`src/rtl/kltd_pkg.sv`:
```
// ----------------------------------------------------------------------------
// Keyed level table package
// Shared constants, event codes and the beat types between front and back.
// ----------------------------------------------------------------------------
package kltd_pkg;

    localparam int TABLE_DEPTH = 128;
    localparam int IDX_W = $clog2(TABLE_DEPTH);
    localparam int CNT_W = $clog2(TABLE_DEPTH + 1);
    localparam int QUEUE_DEPTH = 2;
    localparam int QPTR_W = $clog2(QUEUE_DEPTH);

    localparam logic [2:0] EV_INSERTED = 3'd0;
    localparam logic [2:0] EV_UPDATED  = 3'd1;
    localparam logic [2:0] EV_FULL     = 3'd2;
    localparam logic [2:0] EV_SELECTED = 3'd3;
    localparam logic [2:0] EV_STARTED  = 3'd4;
    localparam logic [2:0] EV_DONE     = 3'd5;

    localparam logic [7:0] REQ_COUNT_RESET = 8'd21;
    localparam logic [7:0] BUSY_TICKS_RESET = 8'd30;

    localparam logic REG_REQUIRED_COUNT = 1'b0;
    localparam logic REG_BUSY_TICKS = 1'b1;

    typedef struct packed {
        logic        tick;
        logic [63:0] addr_hi;
        logic [63:0] addr_lo;
        logic [15:0] level;
    } item_t;

    typedef struct packed {
        logic [2:0]  event_res;
        logic [63:0] target_hi;
        logic [63:0] target_lo;
        logic [15:0] target_level;
        logic [7:0]  entry_count;
    } result_t;

endpackage

```
`src/rtl/kltd_front.sv`:
```
// ----------------------------------------------------------------------------
// Keyed level table front end
// Accepts input beats and queues them for the table engine.
// ----------------------------------------------------------------------------
module kltd_front
(
    input  logic            clk,
    input  logic            rst_n,
    input  logic            push,
    output logic            full,
    input  kltd_pkg::item_t in_item,
    output logic            q_valid,
    input  logic            q_take,
    output kltd_pkg::item_t q_item
);

    kltd_pkg::item_t             mem_reg [kltd_pkg::QUEUE_DEPTH];
    logic [kltd_pkg::QPTR_W-1:0] wr_reg;
    logic [kltd_pkg::QPTR_W-1:0] rd_reg;
    logic [kltd_pkg::QPTR_W:0]   cnt_reg;
    logic                        do_push;
    logic                        do_pop;

    assign full    = (cnt_reg == (kltd_pkg::QPTR_W+1)'(kltd_pkg::QUEUE_DEPTH));
    assign q_valid = (cnt_reg != '0);
    assign q_item  = mem_reg[rd_reg];
    assign do_push = push && !full;
    assign do_pop  = q_take && q_valid;

    always_ff @(posedge clk)
    begin
        if (do_push)
        begin
            mem_reg[wr_reg] <= in_item;
        end
    end

    always_ff @(posedge clk or negedge rst_n)
    begin
        if (!rst_n)
        begin
            wr_reg  <= '0;
            rd_reg  <= '0;
            cnt_reg <= '0;
        end
        else
        begin
            if (do_push)
            begin
                wr_reg <= wr_reg + 1'b1;
            end
            if (do_pop)
            begin
                rd_reg <= rd_reg + 1'b1;
            end
            cnt_reg <= cnt_reg + (kltd_pkg::QPTR_W+1)'(do_push)
                               - (kltd_pkg::QPTR_W+1)'(do_pop);
        end
    end

endmodule

```
`config.mk`:
```
export PLATFORM = sky130hd
export DESIGN_NAME = kltd_front
export DESIGN_NICKNAME = d
export VERILOG_FILES = /design/src/rtl/kltd_pkg.sv /design/src/rtl/kltd_front.sv
export SDC_FILE = /design/constraint.sdc
export NUM_CORES = 1
export LEC_CHECK = 0
export ABC_AREA = 1
export ABC_CLOCK_PERIOD_IN_PS = 19200
export BUFFER_PORTS_ARGS = -buffer_cell sky130_fd_sc_hd__buf_2
export CAP_MARGIN = 30
export CORE_MARGIN = 5
export CORE_UTILIZATION = 35
export DETAILED_ROUTE_END_ITERATION = 16
export PLACE_DENSITY = 0.55
export SYNTH_ARGS = -nofsm -noshare
export SYNTH_HDL_FRONTEND = slang
export SYNTH_SLANG_ARGS = --single-unit
```
`constraint.sdc`:
```
create_clock -name clk -period 19.2 [get_ports clk]
set_clock_uncertainty 0.1 [all_clocks]
set_input_delay 3.84 -clock clk [delete_from_list [all_inputs] [get_ports clk]]
set_output_delay 3.84 -clock clk [all_outputs]
set_load 0.03 [all_outputs]
```
; Word level (Yosys, flattened, before mapping)
; Memories as Yosys holds them, arrays and structs flattened.
; Index checks and enable logic that the tools add are counted.
[totals]
reg_bits = 4
memories = 1
inputBits = 149
ramBits = 290
output_inout_bits = 147
elab_cells = 15
[mem_list]
columns = memory, words, word_bits, rd, rd_clocked_by_memory_dff, wr, line_no
row1 = mem_reg, 2, 145, 1, 0, 1, kltd_front.sv:17  ; kltd_pkg::item_t mem_reg [kltd_pkg::QUEUE_DEPTH];
[op_classes]
n_mux = 2
eq_ne = 1
add_sub_neg = 4
n_reduce_logical = 4
[op_table]
columns = cell, count
row1 = $add 1x1->1 const B, 2
row2 = $add 2x1->2, 1
row3 = $eq 2x2->1 const B, 1
row4 = $logic_and 1x1->1, 2
row5 = $mux 1, 2
row6 = $reduce_bool 2->1, 1
row7 = $sub 2x1->2, 1
row8 = $logic_not 1->1, 1

; Longest topological paths before layout
[logic_depth]
ltp_word = 5
mapped_depth = 10
depth_no_buf = 10

; Least setup slack after synthesis
; No wires, ideal clock.
[synth_path]
path_kind = input to register
from = input port push
to = memory mem_reg[1][0] (netlist bit), enable pin
path_stages = 2
path_buffers = 0
arrival_time_ns = 9.944
setup_slack_ns = 8.505
required_time_ns = 18.449
setup_time_ns = 0.651
path_cell_list = nand2_1 > nor2_1
[synth_between]
elab_chain_len = 3
[synth_lines]
columns = element, line_no
row1 = start: declaration, kltd_front.sv:9  ; input logic push,
row2 = $logic_and 1x1->1, kltd_front.sv:27  ; assign do_push = push && !full;
row3 = $mux 1, kltd_front.sv:32  ; if (do_push)
row4 = $mux 1 (implied by the code), kltd_front.sv:34  ; mem_reg[wr_reg] <= in_item;
row5 = end: declaration, kltd_front.sv:17
; Every way passes these cells.

==> flow_metrics.env <==
export IMPL_status="finished, final reports clean"
export IMPL_dp_cells=1455
export IMPL_wl_um=24800
export IMPL_cpLargestDelayFamily="buffers and inverters"
export IMPL_layout_min_cycle_time_ns=6.96
export IMPL_syn_avg_cell_area_um2=13.8
export IMPL_fin_nets=1244
export IMPL_reg2reg_slack_ns=16.52
export IMPL_place_hpwl_um=15700
export IMPL_timing_rr_start="cnt_reg[1]"
export IMPL_p_per_area_nw_per_um2=174
export IMPL_cts_htree_levels=1
export IMPL_start_util=0.355
export IMPL_syn2layout_area_growth_pct=24.0
export IMPL_worstHoldPathCells=2
export IMPL_finalSetupTns_ns=0
export IMPL_postRouteAntennaNets=0
export IMPL_netlist_area_um2=10900
export IMPL_peakVddDrop_mv=0.103
export IMPL_hold_path_end="wr_reg"
export IMPL_fin_hold_ws_ns=0.381
export IMPL_die_width_um=187
export IMPL_cts_sinks=294
export IMPL_grt_pass1_vias=6675
export IMPL_crit_type="reg -> out"
export IMPL_grt_usage=0.136
export IMPL_cts_resized_gates=0
export IMPL_register_area_um2=8810
export IMPL_cp_slowest_stage_delay_ns=0.80
export IMPL_worst_r2r_cell_count=4
export IMPL_clock_latency_ns=0.54
export IMPL_finalHoldViolCount=0
export IMPL_rows=64
export IMPL_post_cts_buffers=0
export IMPL_mostFrequentLayoutCell="nand2_1"
export IMPL_slew_viol_final=0
export IMPL_synth_top_area_frac=0.797
export IMPL_leakagePower_nw=5.82
export IMPL_dr_total_vias=6634
export IMPL_slew_headroom=0.366
export IMPL_crit_path_frequent_cell="nand2_1"
export IMPL_ys_types=10
export IMPL_hold_path_class="reg -> reg"
export IMPL_instances_no_fill=1511
export IMPL_worst_pin_slew_ns=0.951
export IMPL_die_h_um=187
export IMPL_worst_path_buf_inv=3
export IMPL_synth_seq_area_share=0.806
export IMPL_final_cell_mix="nand2_1, buf_2, edfxtp_1"
export IMPL_start_kind="flip-flop"
export IMPL_synth_seq_cells=294
export IMPL_synth_area_top_cells="edfxtp_1, nand2_1, buf_6, dfrtp_1, inv_1"
export IMPL_drt_wirelength_per_cell_um=16.4
export IMPL_dr_first_iter_drc_count=352
export IMPL_cts_tree="built"
export IMPL_routabilityCongestion=0.717
export IMPL_worst_setup_path_end_kind="primary output"
export IMPL_core_um2=30700
export IMPL_synth_top_area_cell="edfxtp_1"
export IMPL_path_cells="inv_4 -> buf_4 -> nand2_1 -> nand2_1 -> buf_2"
export IMPL_port_buffer_count=295
export IMPL_ctsLongestPathBuffers=3
export IMPL_crit_arrival_ns=3.02
export IMPL_dieArea_um2=34900
export IMPL_viasPerCell=4.39
export IMPL_cp_required_ns=15.26
export IMPL_rsz0062_at_grt="no"
export IMPL_maxCapViolCount=0
export IMPL_drc=0
export IMPL_nFillCells=2860
export IMPL_fin_util=0.441
export IMPL_crit_start="rd_reg"
export IMPL_r2r_end="mem_reg[0][32]"
export IMPL_setup_violations_final=0
export IMPL_fin_crit_sh=0.362
export IMPL_hold_buffers=0
export IMPL_min_from="wr_reg"
export IMPL_cts_root_buf="clkbuf_16"
export IMPL_overflow=0
export IMPL_worstPathMaxFanout=81
export IMPL_multi_input_area_um2=1730
export IMPL_max_freq_mhz=144
export IMPL_grt_pass1_wl_um=38100
export IMPL_grt_max_degree=84
export IMPL_antenna_found_initial=7
export IMPL_crit_slowest_cell="buf_4"
export IMPL_synthCells=790
export IMPL_largest_reg_flops=290
export IMPL_synthesis_nets=941
export IMPL_io_pin_count=296
export IMPL_ys_warn_count=0
export IMPL_clk_pin_slew_ns=0.06
export IMPL_dr_pass1_iters=4
export IMPL_layout_drive_gt1_share=0.314
export IMPL_cts_buffers=31
[kinds of logic after synthesis]
| group | share of synthesized area |
|---|---|
| buf+inv | 0.0361 |
| simple gates | 0.156 |
| flops | 0.806 |
| fa+ha+maj | 0.00229 |
[worst max-delay path by stage]
stage                    endpoint  cells past startpoint  slack, ns
floorplan           mem_reg[1][0]                      2       8.50
global placement       q_item[71]                      5      12.76
detailed placement     q_item[71]                      5      12.75
CTS                    q_item[71]                      5      12.15
global route           q_item[71]                      5      12.01
finish                 q_item[71]                      5      12.24
[Yosys cell counts (all sizes together)]
master  count
nand2     448
edfxtp    290
buf        32
inv        10
dfrtp       4
nand3       3
ha          2
nor2        1
[per-stage QoR]
| step | setup slack [ns] | power [mW] | cell area (µm²) |
|---|---|---|---|
| 2_1_floorplan | 8.50 | 1.62 | 10900 |
| 3_3_place_gp | 12.76 | 1.84 | 12600 |
| 3_5_place_dp | 12.75 | 1.85 | 12600 |
| 4_1_cts | 12.15 | 2.40 | 13500 |
| 5_1_grt | 12.01 | 2.50 | 13600 |
| 6_report | 12.24 | 2.36 | 13600 |
[final cells by class]
cell class / instances / area share
inverters: 10 / 0.00332
clock buffers: 35 / 0.0583
clock inverters: 19 / 0.00932
well taps: 396 / 0.0366
multi-input cells: 454 / 0.128
flip-flops and latches: 294 / 0.650
diodes: 1 / 0.000185
repair buffers: 302 / 0.114
[worst reg2reg max path, cell delays in order, from the launching register on]
cell and delay, ns:
dfrtp_1 0.39, nand2_1 0.12, nand3_1 0.17, inv_6 0.61, buf_4 0.87
[per-layer routing]
metal / GRT usage / vias up / share of wire
li1: - / 3270 / -
met1: 0.179 / 3055 / 0.43
met2: 0.211 / 251 / 0.44
met3: 0.0587 / 46 / 0.10
met4: 0.0324 / 12 / 0.022
met5: 0 / - / 0.0023
[report_power, final]
group | switching [mW] | internal [mW]
registers | 0.0287 | 0.876
logic | 0.706 | 0.205
clock network | 0.236 | 0.307
No activity file was read; power rests on OpenSTA's default activity.
